===== config.mk =====
export PLATFORM = sky130hd
export DESIGN_NAME = gradient_line_rasterizer
export DESIGN_NICKNAME = d
export VERILOG_FILES = /design/src/design/glr_pkg.sv /design/src/design/gradient_line_rasterizer.sv /design/src/design/glr_div.sv
export SDC_FILE = /design/constraint.sdc
export NUM_CORES = 1
export LEC_CHECK = 0
export BUFFER_PORTS_ARGS = -buffer_cell sky130_fd_sc_hd__buf_2
export CAP_MARGIN = 20
export CORE_MARGIN = 3
export CORE_UTILIZATION = 68
export CTS_BUF_LIST = sky130_fd_sc_hd__clkbuf_4
export DETAILED_ROUTE_END_ITERATION = 12
export HOLD_SLACK_MARGIN = 0.05
export PLACE_DENSITY = 0.88
export SYNTH_ARGS = -nofsm -noshare
export SYNTH_HDL_FRONTEND = slang
export SYNTH_HIERARCHICAL = 1
export SYNTH_SLANG_ARGS = --single-unit

===== constraint.sdc =====
create_clock -name clk -period 8.3 [get_ports clk]
set_input_delay 1.245 -clock clk [delete_from_list [all_inputs] [get_ports clk]]
set_output_delay 1.245 -clock clk [all_outputs]
set_load 0.01 [all_outputs]

===== src/design/glr_pkg.sv =====
// Shared types and constants for the gradient line rasterizer.
package glr_pkg;

	localparam int IMAGE_W          = 512;
	localparam int COLOUR_FRAC_BITS = 10;
	localparam int COORD_W          = 9;
	localparam int CHAN_W           = 8;
	localparam int ACC_W            = CHAN_W + COLOUR_FRAC_BITS;
	localparam int STEP_W           = ACC_W + 1;
	localparam int ERR_W            = 12;
	localparam int ADDR_W           = 20;
	localparam int CNT_W            = $clog2(ACC_W);
	localparam int NUM_CHAN         = 3;

	localparam logic CMD_START = 1'b0;
	localparam logic CMD_STEP  = 1'b1;

	typedef struct packed {
		logic               command;
		logic [COORD_W-1:0] start_x;
		logic [COORD_W-1:0] start_y;
		logic [COORD_W-1:0] end_x;
		logic [COORD_W-1:0] end_y;
		logic [CHAN_W-1:0]  start_red;
		logic [CHAN_W-1:0]  start_green;
		logic [CHAN_W-1:0]  start_blue;
		logic [CHAN_W-1:0]  end_red;
		logic [CHAN_W-1:0]  end_green;
		logic [CHAN_W-1:0]  end_blue;
	} cmd_t;

	typedef struct packed {
		logic               pixel_valid;
		logic [COORD_W-1:0] pixel_x;
		logic [COORD_W-1:0] pixel_y;
		logic [ADDR_W-1:0]  byte_address;
		logic [CHAN_W-1:0]  pixel_red;
		logic [CHAN_W-1:0]  pixel_green;
		logic [CHAN_W-1:0]  pixel_blue;
		logic               last_pixel;
	} pix_t;

	// Status of the shared divider as seen by the sequencer.
	typedef struct packed {
		logic busy;
		logic done;
	} div_stat_t;

endpackage


===== src/design/gradient_line_rasterizer.sv =====
// Top level of the gradient line rasterizer: command sequencer, line state and output register.
//
// The block draws one line at a time. Each beat on the cmd channel is either a start
// command, which loads two endpoints and two colours, or a step command, which advances
// the line by one pixel. Every accepted command beat yields exactly one beat on the pix
// channel in the following cycle, held in an output register.
// A start beat emits the first pixel immediately, then the block spends three passes of
// its shared restoring divider (one per colour channel) computing the colour steps. Each
// pass runs the launch state and then waits while the divider works out the ACC_W (18)
// quotient bits, and cmd_stall stays high until the last pass ends for a line of nonzero
// length. A zero-length line skips the divider and draws a single pixel marked last.
// A step beat needs no divider pass, so steps stream at one per clock while the receiver keeps
// up. A step with no active line returns a beat whose fields are all zero.
// The pix side is registered: when pix_stall is high the pending beat holds, and cmd_stall
// rises so that no further command is taken until that beat leaves.
// Reset (arst_n low) clears the sequencer, the line state and the output register; the
// block then holds no active line.
module gradient_line_rasterizer
	import glr_pkg::*;
(
	input  logic clk,
	input  logic arst_n,
	input  logic cmd_valid,
	output logic cmd_stall,
	input  cmd_t cmd,
	output logic pix_valid,
	input  logic pix_stall,
	output pix_t pix
);

	typedef enum logic [1:0] {
		ST_IDLE,
		ST_DIV_LAUNCH,
		ST_DIV_WAIT
	} state_t;

	state_t state_q;

	// Line state.
	logic                     active_q;
	logic [COORD_W-1:0]       major_q;
	logic [COORD_W-1:0]       minor_q;
	logic [COORD_W-1:0]       steps_q;
	logic signed [ERR_W-1:0]  err_q;
	logic signed [ERR_W-1:0]  sinc_q;
	logic signed [ERR_W-1:0]  dinc_q;
	logic [2:0]               oct_q;
	logic [ACC_W-1:0]         acc_q   [NUM_CHAN];
	logic [STEP_W-1:0]        cstep_q [NUM_CHAN];

	// Divider operands held during the colour step passes.
	logic [ACC_W-1:0]         mag_q   [NUM_CHAN];
	logic                     neg_q   [NUM_CHAN];
	logic [1:0]               ch_q;

	logic                     pix_valid_q;
	pix_t                     pix_q;

	div_stat_t                div_stat;
	logic [ACC_W-1:0]         div_quo;
	logic                     div_start;

	logic                     accept;

	// Builds an output beat from the current axis positions and colours.
	function automatic pix_t emit(input logic [COORD_W-1:0] maj, input logic [COORD_W-1:0] mnr,
			input logic swap, input logic [ACC_W-1:0] r, input logic [ACC_W-1:0] g,
			input logic [ACC_W-1:0] b, input logic last);
		pix_t               p;
		logic [COORD_W-1:0] x;
		logic [COORD_W-1:0] y;
		x = swap ? mnr : maj;
		y = swap ? maj : mnr;
		p.pixel_valid  = 1'b1;
		p.pixel_x      = x;
		p.pixel_y      = y;
		p.byte_address = ADDR_W'((ADDR_W'(x) + ADDR_W'(y) * ADDR_W'(IMAGE_W)) << 2);
		p.pixel_red    = r[ACC_W-1 -: CHAN_W];
		p.pixel_green  = g[ACC_W-1 -: CHAN_W];
		p.pixel_blue   = b[ACC_W-1 -: CHAN_W];
		p.last_pixel   = last;
		return p;
	endfunction

	// Start command setup: octant, major axis, error terms and colour differences.
	logic               st_xneg, st_yneg, st_swap;
	logic [COORD_W-1:0] st_adx, st_ady, st_maj, st_mnr, st_major, st_minor;
	logic signed [ERR_W-1:0] st_err, st_sinc, st_dinc;
	logic [CHAN_W-1:0]  st_s [NUM_CHAN];
	logic [CHAN_W-1:0]  st_e [NUM_CHAN];
	logic [ACC_W-1:0]   st_acc [NUM_CHAN];
	logic [ACC_W-1:0]   st_mag [NUM_CHAN];
	logic               st_neg [NUM_CHAN];
	pix_t               st_pix;

	always_comb begin
		st_xneg  = cmd.end_x < cmd.start_x;
		st_yneg  = cmd.end_y < cmd.start_y;
		st_adx   = st_xneg ? (cmd.start_x - cmd.end_x) : (cmd.end_x - cmd.start_x);
		st_ady   = st_yneg ? (cmd.start_y - cmd.end_y) : (cmd.end_y - cmd.start_y);
		// Ties between the two deltas keep x as the major axis.
		st_swap  = st_ady > st_adx;
		st_maj   = st_swap ? st_ady : st_adx;
		st_mnr   = st_swap ? st_adx : st_ady;
		st_major = st_swap ? cmd.start_y : cmd.start_x;
		st_minor = st_swap ? cmd.start_x : cmd.start_y;
		st_sinc  = ERR_W'({st_mnr, 1'b0});
		st_dinc  = st_sinc - ERR_W'({st_maj, 1'b0});
		st_err   = st_sinc - ERR_W'(st_maj);
		st_s[0]  = cmd.start_red;
		st_s[1]  = cmd.start_green;
		st_s[2]  = cmd.start_blue;
		st_e[0]  = cmd.end_red;
		st_e[1]  = cmd.end_green;
		st_e[2]  = cmd.end_blue;
		for (int c = 0; c < NUM_CHAN; c++) begin
			st_neg[c] = st_e[c] < st_s[c];
			st_acc[c] = {st_s[c], {COLOUR_FRAC_BITS{1'b0}}};
			st_mag[c] = {(st_neg[c] ? (st_s[c] - st_e[c]) : (st_e[c] - st_s[c])),
				{COLOUR_FRAC_BITS{1'b0}}};
		end
		st_pix = emit(st_major, st_minor, st_swap, st_acc[0], st_acc[1], st_acc[2],
			st_maj == '0);
	end

	// Step command: one midpoint decision and one colour step per channel.
	logic               sp_swap, sp_majneg, sp_minneg, sp_diag, sp_go;
	logic [COORD_W-1:0] sp_major, sp_minor, sp_steps;
	logic signed [ERR_W-1:0] sp_err;
	logic [ACC_W-1:0]   sp_acc [NUM_CHAN];
	pix_t               sp_pix;

	always_comb begin
		sp_go     = active_q && (steps_q != '0);
		sp_swap   = oct_q[0];
		sp_majneg = sp_swap ? oct_q[2] : oct_q[1];
		sp_minneg = sp_swap ? oct_q[1] : oct_q[2];
		sp_diag   = err_q > 0;
		sp_err    = err_q + (sp_diag ? dinc_q : sinc_q);
		sp_major  = sp_majneg ? (major_q - 1'b1) : (major_q + 1'b1);
		sp_minor  = !sp_diag ? minor_q : (sp_minneg ? (minor_q - 1'b1) : (minor_q + 1'b1));
		sp_steps  = steps_q - 1'b1;
		for (int c = 0; c < NUM_CHAN; c++) begin
			sp_acc[c] = acc_q[c] + cstep_q[c][ACC_W-1:0];
		end
		if (sp_go) begin
			sp_pix = emit(sp_major, sp_minor, sp_swap, sp_acc[0], sp_acc[1], sp_acc[2],
				sp_steps == '0);
		end else begin
			sp_pix = '0;
		end
	end

	assign cmd_stall = (state_q != ST_IDLE) || (pix_valid_q && pix_stall);
	assign accept    = cmd_valid && !cmd_stall;
	assign div_start = (state_q == ST_DIV_LAUNCH);
	assign pix_valid = pix_valid_q;
	assign pix       = pix_q;

	glr_div u_div (
		.clk      (clk),
		.arst_n   (arst_n),
		.start    (div_start),
		.dividend (mag_q[ch_q]),
		.divisor  (steps_q),
		.stat     (div_stat),
		.quotient (div_quo)
	);

	always_ff @(posedge clk or negedge arst_n) begin
		if (!arst_n) begin
			state_q     <= ST_IDLE;
			active_q    <= 1'b0;
			major_q     <= '0;
			minor_q     <= '0;
			steps_q     <= '0;
			err_q       <= '0;
			sinc_q      <= '0;
			dinc_q      <= '0;
			oct_q       <= '0;
			ch_q        <= '0;
			pix_valid_q <= 1'b0;
			pix_q       <= '0;
			for (int c = 0; c < NUM_CHAN; c++) begin
				acc_q[c]   <= '0;
				cstep_q[c] <= '0;
				mag_q[c]   <= '0;
				neg_q[c]   <= 1'b0;
			end
		end else begin
			if (accept) begin
				pix_valid_q <= 1'b1;
			end else if (!pix_stall) begin
				pix_valid_q <= 1'b0;
			end

			case (state_q)
				ST_IDLE: begin
					if (accept && cmd.command == CMD_START) begin
						pix_q    <= st_pix;
						active_q <= st_maj != '0;
						major_q  <= st_major;
						minor_q  <= st_minor;
						steps_q  <= st_maj;
						err_q    <= st_err;
						sinc_q   <= st_sinc;
						dinc_q   <= st_dinc;
						oct_q    <= {st_yneg, st_xneg, st_swap};
						ch_q     <= '0;
						for (int c = 0; c < NUM_CHAN; c++) begin
							acc_q[c]   <= st_acc[c];
							cstep_q[c] <= '0;
							mag_q[c]   <= st_mag[c];
							neg_q[c]   <= st_neg[c];
						end
						if (st_maj != '0) begin
							state_q <= ST_DIV_LAUNCH;
						end
					end else if (accept) begin
						pix_q <= sp_pix;
						if (sp_go) begin
							major_q  <= sp_major;
							minor_q  <= sp_minor;
							err_q    <= sp_err;
							steps_q  <= sp_steps;
							active_q <= sp_steps != '0;
							for (int c = 0; c < NUM_CHAN; c++) begin
								acc_q[c] <= sp_acc[c];
							end
						end else begin
							active_q <= 1'b0;
						end
					end
				end
				ST_DIV_LAUNCH: begin
					state_q <= ST_DIV_WAIT;
				end
				ST_DIV_WAIT: begin
					if (div_stat.done) begin
						cstep_q[ch_q] <= neg_q[ch_q] ? (STEP_W'(0) - {1'b0, div_quo})
							: {1'b0, div_quo};
						if (ch_q == 2'(NUM_CHAN - 1)) begin
							state_q <= ST_IDLE;
						end else begin
							ch_q    <= ch_q + 1'b1;
							state_q <= ST_DIV_LAUNCH;
						end
					end
				end
				default: begin
					state_q <= ST_IDLE;
				end
			endcase
		end
	end

	// An active line always has at least one pixel left.
	a_active_has_steps: assert property (@(posedge clk) disable iff (!arst_n)
		active_q |-> (steps_q != '0))
		else $error("active line with no steps remaining");

	// A start of nonzero length holds off the next command while the colour steps are built.
	a_start_busy: assert property (@(posedge clk) disable iff (!arst_n)
		(accept && cmd.command == CMD_START &&
			(cmd.start_x != cmd.end_x || cmd.start_y != cmd.end_y)) |=> cmd_stall)
		else $error("command taken during colour step division");

	// The divider reports a quotient only while the sequencer waits for one.
	a_div_done_wait: assert property (@(posedge clk) disable iff (!arst_n)
		div_stat.done |-> (state_q == ST_DIV_WAIT))
		else $error("divider finished outside its wait state");

	// Divider is idle whenever commands can be taken.
	a_div_idle: assert property (@(posedge clk) disable iff (!arst_n)
		(state_q == ST_IDLE) |-> !div_stat.busy)
		else $error("divider busy while sequencer idle");

endmodule


===== src/design/glr_div.sv =====
// Restoring divider that produces one quotient bit per cycle.
module glr_div
	import glr_pkg::*;
(
	input  logic               clk,
	input  logic               arst_n,
	input  logic               start,
	input  logic [ACC_W-1:0]   dividend,
	input  logic [COORD_W-1:0] divisor,
	output div_stat_t          stat,
	output logic [ACC_W-1:0]   quotient
);

	logic               busy_q;
	logic [CNT_W-1:0]   cnt_q;
	logic [COORD_W-1:0] rem_q;
	logic [COORD_W-1:0] dvs_q;
	logic [ACC_W-1:0]   quo_q;

	logic [COORD_W:0]   trial;
	logic               fits;
	logic [COORD_W-1:0] rem_n;

	always_comb begin
		trial = {rem_q, quo_q[ACC_W-1]};
		fits  = (trial >= {1'b0, dvs_q});
		rem_n = fits ? COORD_W'(trial - {1'b0, dvs_q}) : trial[COORD_W-1:0];
	end

	assign quotient  = {quo_q[ACC_W-2:0], fits};
	assign stat.busy = busy_q;
	assign stat.done = busy_q && (cnt_q == '0);

	always_ff @(posedge clk or negedge arst_n) begin
		if (!arst_n) begin
			busy_q <= 1'b0;
			cnt_q  <= '0;
			rem_q  <= '0;
			dvs_q  <= '0;
			quo_q  <= '0;
		end else if (start) begin
			busy_q <= 1'b1;
			cnt_q  <= CNT_W'(ACC_W - 1);
			rem_q  <= '0;
			dvs_q  <= divisor;
			quo_q  <= dividend;
		end else if (busy_q) begin
			rem_q <= rem_n;
			quo_q <= {quo_q[ACC_W-2:0], fits};
			cnt_q <= cnt_q - 1'b1;
			if (cnt_q == '0) begin
				busy_q <= 1'b0;
			end
		end
	end

endmodule

# ---- Word-level counts from Yosys, hierarchy flattened
# Index checks and enable logic that the tools add are counted.
dict set report totals {
  ramBits 0
  latch_bits 0
  mem_bits_ro 0
  memories 0
  input_bits 89
  reg_bits 313
  out_inout_bits 66
}
dict set report op_classes {
  mux 74
  reduce_logical 26
  bitwise 2
  multipliers 0
  n_lt_le_gt_ge 10
  div_mod_pow 0
  eq_ne 8
  shifts 0
  addsub 27
}
# cell count
set ops {}
lappend ops {{$mux W9} 25}
lappend ops {{$mux W64} 3}
lappend ops {{$mux W54} 3}
lappend ops {{$mux W57} 2}
lappend ops {{$pmux W57 S2} 1}
lappend ops {{$mux W18} 4}
lappend ops {{$bwmux W57} 1}
lappend ops {{$add A18 B18 Y18} 3}
lappend ops {{$mux W12} 4}
lappend ops {{$sub A8 B8 Y8} 6}
lappend ops {{$sub A9 B9 Y9} 5}
lappend ops {{$demux W19 S2} 1}
lappend ops {{$mux W19} 2}
lappend ops {{$add A9 B18 Y18} 2}
lappend ops {{$bmux W18 S2} 1}
lappend ops {{$reduce_bool A9 Y1} 3}
lappend ops {{$sub A9 B1 Y9 const B} 3}
lappend ops {{$lt A8 B8 Y1} 3}
lappend ops {{$mux W8} 3}
lappend ops {{$sub A1 B18 Y19 const A} 1}
lappend ops {{$add A9 B1 Y9 const B} 2}
lappend ops {{$logic_not A9 Y1} 2}
lappend ops {{$lt A9 B9 Y1} 2}
lappend ops {{$mux W1} 13}
lappend ops {{30 further kinds} 52}

# ---- Logic depth before layout (Yosys ltp)
dict set report depth {
  depth_word 8
  depth_mapped 32
  depth_no_buf 30
}

# ---- Hierarchy
# Netlist, hierarchy kept.
# mod instances cells_per_inst area_each_um2
set by_module_without_submodules {}
lappend by_module_without_submodules {gradient_line_rasterizer 1 2242 19093.3}
lappend by_module_without_submodules {glr_div 1 269 2541.2}

# ---- Worst setup path before layout
# Ideal clock, no wire load.
dict set report synth_timing {
  kind {input -> register}
  start {in cmd[49] (netlist bit)}
  end {reg err_q[11]}
  stages 27
  slack_ps 1111
  arrival_time_ps 7120
  setup_time_ps 69
  t_required_ps 8231
  cell_sequence {inv_1 ha_1 nor2b_1 o2111ai_1 a31oi_2 nor2_2 mux2_2 a21oi_1 o21ai_0 xnor2_1 inv_1 ha_1 and4_1 a21boi_1 o21ai_2 clkbuf_1 clkbuf_1 o21ai_0 ha_1 a21oi_1 nand3_1 a211oi_1 a311oi_1 o21a_1 a311o_1 a2111o_1 nand3_1}
}
dict set report synth_via {
  elab_chain_cells 6
  elab_cells_between_ends 9
  cone_classes {add/sub: 3; order compare: 2; mux: 4}
}
# item line
set synth_lines {}
lappend synth_lines {{start: declaration} gradient_line_rasterizer.sv:25} ;# input cmd_t cmd,
lappend synth_lines {{$sub A9 B9 Y9 / $lt A9 B9 Y1 (equally long branches)} {gradient_line_rasterizer.sv:100, gradient_line_rasterizer.sv:98}}
lappend synth_lines {{$mux W9 (*)} gradient_line_rasterizer.sv:100} ;# st_ady = st_yneg ? (cmd.start_y - cmd.end_y) : (cmd.end_y - cmd.start_y);
lappend synth_lines {{$gt A9 B9 Y1} gradient_line_rasterizer.sv:102} ;# st_swap = st_ady > st_adx;
lappend synth_lines {{$mux W9 (*)} gradient_line_rasterizer.sv:104} ;# st_mnr = st_swap ? st_adx : st_ady;
lappend synth_lines {{named net st_mnr[1]} gradient_line_rasterizer.sv:87} ;# logic [COORD_W-1:0] st_adx, st_ady, st_maj, st_mnr, st_major, st_minor;
lappend synth_lines {{$sub A10 B9 Y11 (*)} gradient_line_rasterizer.sv:109} ;# st_err = st_sinc - ERR_W'(st_maj);
lappend synth_lines {{$mux W12 (*)} gradient_line_rasterizer.sv:199} ;# if (accept && cmd.command == CMD_START) begin
lappend synth_lines {{end signal: assignment} gradient_line_rasterizer.sv:205} ;# err_q <= st_err;
lappend synth_lines {{end signal: assignment} gradient_line_rasterizer.sv:224} ;# err_q <= sp_err;
lappend synth_lines {{end: declaration} gradient_line_rasterizer.sv:44} ;# logic signed [ERR_W-1:0] err_q;
# Mark *: on every way through the listed nets, which the timed path passes. The rest lies on a longest branch.
# A chain may end at the register's enable or synchronous reset.

# ---- Final worst setup path
# Same ends and word-level chain as after synthesis.

==> metrics.log <==
INFO  metric outcome = finished clean
INFO  metric fin_crit = 7.12 ns
INFO  metric detailroute.via_count = 19.9k
INFO  metric finish.utilization = 0.755
INFO  metric row_count = 64
INFO  metric met2_wirelength = a little under 30 mm
INFO  metric design.die.area = between 0.03 and 0.04 mm2
INFO  metric finalClockSkew = 0.0742 ns
INFO  metric drcViolationCount = 0
INFO  metric cts_sinks = roughly 290
INFO  metric syn_avg_cell_area = 8.62 um2
INFO  metric number_of_global_route_vias_before_repair = 19.3k
INFO  metric share_seq_of_total_power = 0.312
INFO  metric finalWorstSetupSlack = 1.18 ns
INFO  metric power_frac_comb = 0.468
INFO  metric drive_gt1_frac = 0.141
INFO  metric initialDrtViolationCount = 2,031
INFO  metric grt_setup_unrepaired = no
INFO  metric drt_first_pass_iters = 6
INFO  metric p_int = around 3.3 mW
INFO  metric place_ws = between 0.5 and 0.6 ns
INFO  metric worst_ir_drop_on_vdd = 0.000204 V
INFO  metric cts_repair_resize_count = 0
INFO  metric fin_nets = 2,930
INFO  metric timing.setup.tns = 0 ns
INFO  metric worstSkewPairLatency = slightly below 0.8 ns
INFO  metric finalHoldViolations = 0
INFO  metric vias_per_cell = around 6.5
INFO  metric yosysWarningCount = 6
INFO  metric timing_max_transition_violations_final = 0
INFO  metric setup.worst_path.class = primary input to flop
INFO  metric syn-cell-area = 0.0216 mm2
INFO  metric fin_crit_sh = 0.858
INFO  metric arrival = around 7.8 ns
INFO  metric root_buffer = sky130_fd_sc_hd__clkbuf_4
INFO  metric die_x = around 180 um
INFO  metric timing.critical_path.from_type = primary input
INFO  metric wl_met1 = around 26 mm
INFO  metric final_setup_fails = 0
INFO  metric multi_input_gate_area = 0.0130 mm2
INFO  metric worstMarginPinSlew = 1.03 ns
INFO  metric crit_fanout = 15
INFO  metric drtAntennaViolNets = 0
INFO  metric total_clock_buffers_created_by_cts = 78
INFO  metric syn_inst = 2,510
INFO  metric drv_cap = 0
INFO  metric holdBufCountCts = 0
INFO  metric dpl.hpwl = 47.2 mm
INFO  metric areaGrowthSynthToFinish = 8.13%
INFO  metric grt_overflow = 0
INFO  metric gp_congestion = 0.960
INFO  metric tritoncts = yes
INFO  metric swShare = 0.415
INFO  metric cts.clk_slew.worst_paths = 0.06 ns
INFO  metric power_switching = 2.32 mW
INFO  metric powerDensity = 239 mW/mm2
INFO  metric endpoint_kind = flop
INFO  metric ff_latch_area = 0.00721 mm2
INFO  metric grtUsageTotal = 0.372
INFO  metric critPathRequiredTime = 8.98 ns
INFO  metric setup_fix_buffers_added_after_clock_tree_synthesis = 0
INFO  metric first_pass_grt_wire_length = 100 mm
INFO  metric hold_path.class = primary input to asynchronous set/reset pin
INFO  metric max_freq = 0.140 GHz
INFO  metric clock_tree.buffer_depth = 3
INFO  metric die_h = 184 um
INFO  metric leakage = 11.7 nW
INFO  metric fillers = about 2.3k
INFO  metric maximum_number_of_pins_on_one_net_before_global_route_repair = 78
INFO  metric number_of_buffers_added_on_ports = 152
INFO  metric reg2reg_setup_slack = approximately 3.7 ns
INFO  metric grt_antenna_before_repair = 3
INFO  metric detail_routed_net_length_per_standard_cell = 20.7 um
INFO  metric wl_met3 = 6.02 mm
INFO  metric ios = 155
INFO  metric max_slew_margin = 0.303
INFO  metric coreArea = 0.0310 mm2
INFO  metric route.final.wire_length = 63.9 mm
INFO  metric routed.top_layer = met5
INFO  metric cts_h_tree_depth = 3
INFO  metric p_clk_frac = 0.220
INFO  metric starting_density_of_the_core = 0.698
## final timing paths
check | from | to | cells after the start
max | cmd[49] | err_q[11] | 26
min | arst_n | dinc_q[8] | 1
max reg2reg | err_q[1] | err_q[11] | 17
min reg2reg | pix[20] | pix[20] | 1
max in group asynchronous | arst_n | major_q[1] | 2
min in group clk | pix[20] | pix[20] | 1
## stage by stage
step                      instance area (um2)  hold WS (ns)  power (mW)  instances
after CTS                               23300         0.399        5.54       3074
final                                   23400         0.409        5.59       3079
after floorplan                         21700         0.433        3.66       2521
after global routing                    23400         0.444        5.96       3079
after detailed placement                22400         0.457        4.30       2947
after global placement                  22400         0.446        4.20       2947
## final cells by class
cell class	instances	share of cell area
clock buffer	108	0.0347
tap	396	0.0212
multi-input combinational	1901	0.558
antenna	1	0.000107
clock inverter	19	0.00417
timing repair buffer	178	0.0439
sequential	288	0.308
inverter	188	0.0302
## flip-flops by register name, summed over array words and instances, names as in the netlist
register / cells
acc_q: 54
cstep_q: 54
pix: 44
mag_q: 24
u_div/quo_q: 18
err_q: 12
dinc_q: 10
major_q: 9
minor_q: 9
sinc_q: 9
steps_q: 9
u_div/dvs_q: 9
u_div/rem_q: 9
u_div/cnt_q: 5
neg_q: 3
oct_q: 3
ch_q: 2
state_q: 2
active_q: 1
pix_valid: 1
u_div/busy_q: 1
## power by group through the flow
stage	clock, mW	combinational, mW	sequential [mW]
after floorplan	0	1.95	1.71
after global placement	0	2.45	1.75
after detailed placement	0	2.54	1.76
after CTS	1.24	2.56	1.74
after global routing	1.32	2.88	1.76
final	1.23	2.62	1.74
## layout by cell type, fill, tap and decap left out, drive strengths merged, types with 29 or more instances in the layout
master / count
dfrtp: 288
nor3: 33
ha: 188
inv: 189
mux2i: 56
a21oi: 151
nand3: 98
nor2: 154
o21ai: 257
mux2: 33
clkbuf: 108
buf: 178
nand2: 280
xnor2: 59
a21o: 55
xor2: 61
nor2b: 29
o21a: 37
## worst max-delay path, stage by stage
cell and delay, ns:
sky130_fd_sc_hd__buf_2 0.11, sky130_fd_sc_hd__inv_1 0.13, sky130_fd_sc_hd__ha_1 0.26, sky130_fd_sc_hd__nor2b_1 0.15, sky130_fd_sc_hd__o2111ai_1 0.36, sky130_fd_sc_hd__a31oi_2 0.23
sky130_fd_sc_hd__nor2_2 0.29, sky130_fd_sc_hd__mux2_2 0.37, sky130_fd_sc_hd__a21oi_1 0.12, sky130_fd_sc_hd__o21ai_0 0.11, sky130_fd_sc_hd__xnor2_1 0.31, sky130_fd_sc_hd__inv_1 0.08
sky130_fd_sc_hd__ha_1 0.38, sky130_fd_sc_hd__and4_1 0.27, sky130_fd_sc_hd__a21boi_1 0.17, sky130_fd_sc_hd__o21ai_2 0.61, sky130_fd_sc_hd__o21ai_0 0.24, sky130_fd_sc_hd__ha_1 0.41
sky130_fd_sc_hd__a21oi_1 0.27, sky130_fd_sc_hd__nand3_1 0.11, sky130_fd_sc_hd__a211oi_1 0.34, sky130_fd_sc_hd__a311oi_1 0.09, sky130_fd_sc_hd__o21a_1 0.24, sky130_fd_sc_hd__a311o_1 0.34
sky130_fd_sc_hd__a2111o_1 0.43, sky130_fd_sc_hd__nand3_1 0.09
## routing by layer
| layer | vias up | GRT usage |
|---|---|---|
| met2 | 993 | 0.592 |
| met3 | 201 | 0.0750 |
| li1 | 9149 | - |
| met5 | - | 0 |
| met4 | 4 | 0.171 |
| met1 | 9526 | 0.492 |
Note: power is estimated with default switching activity, not from simulation.
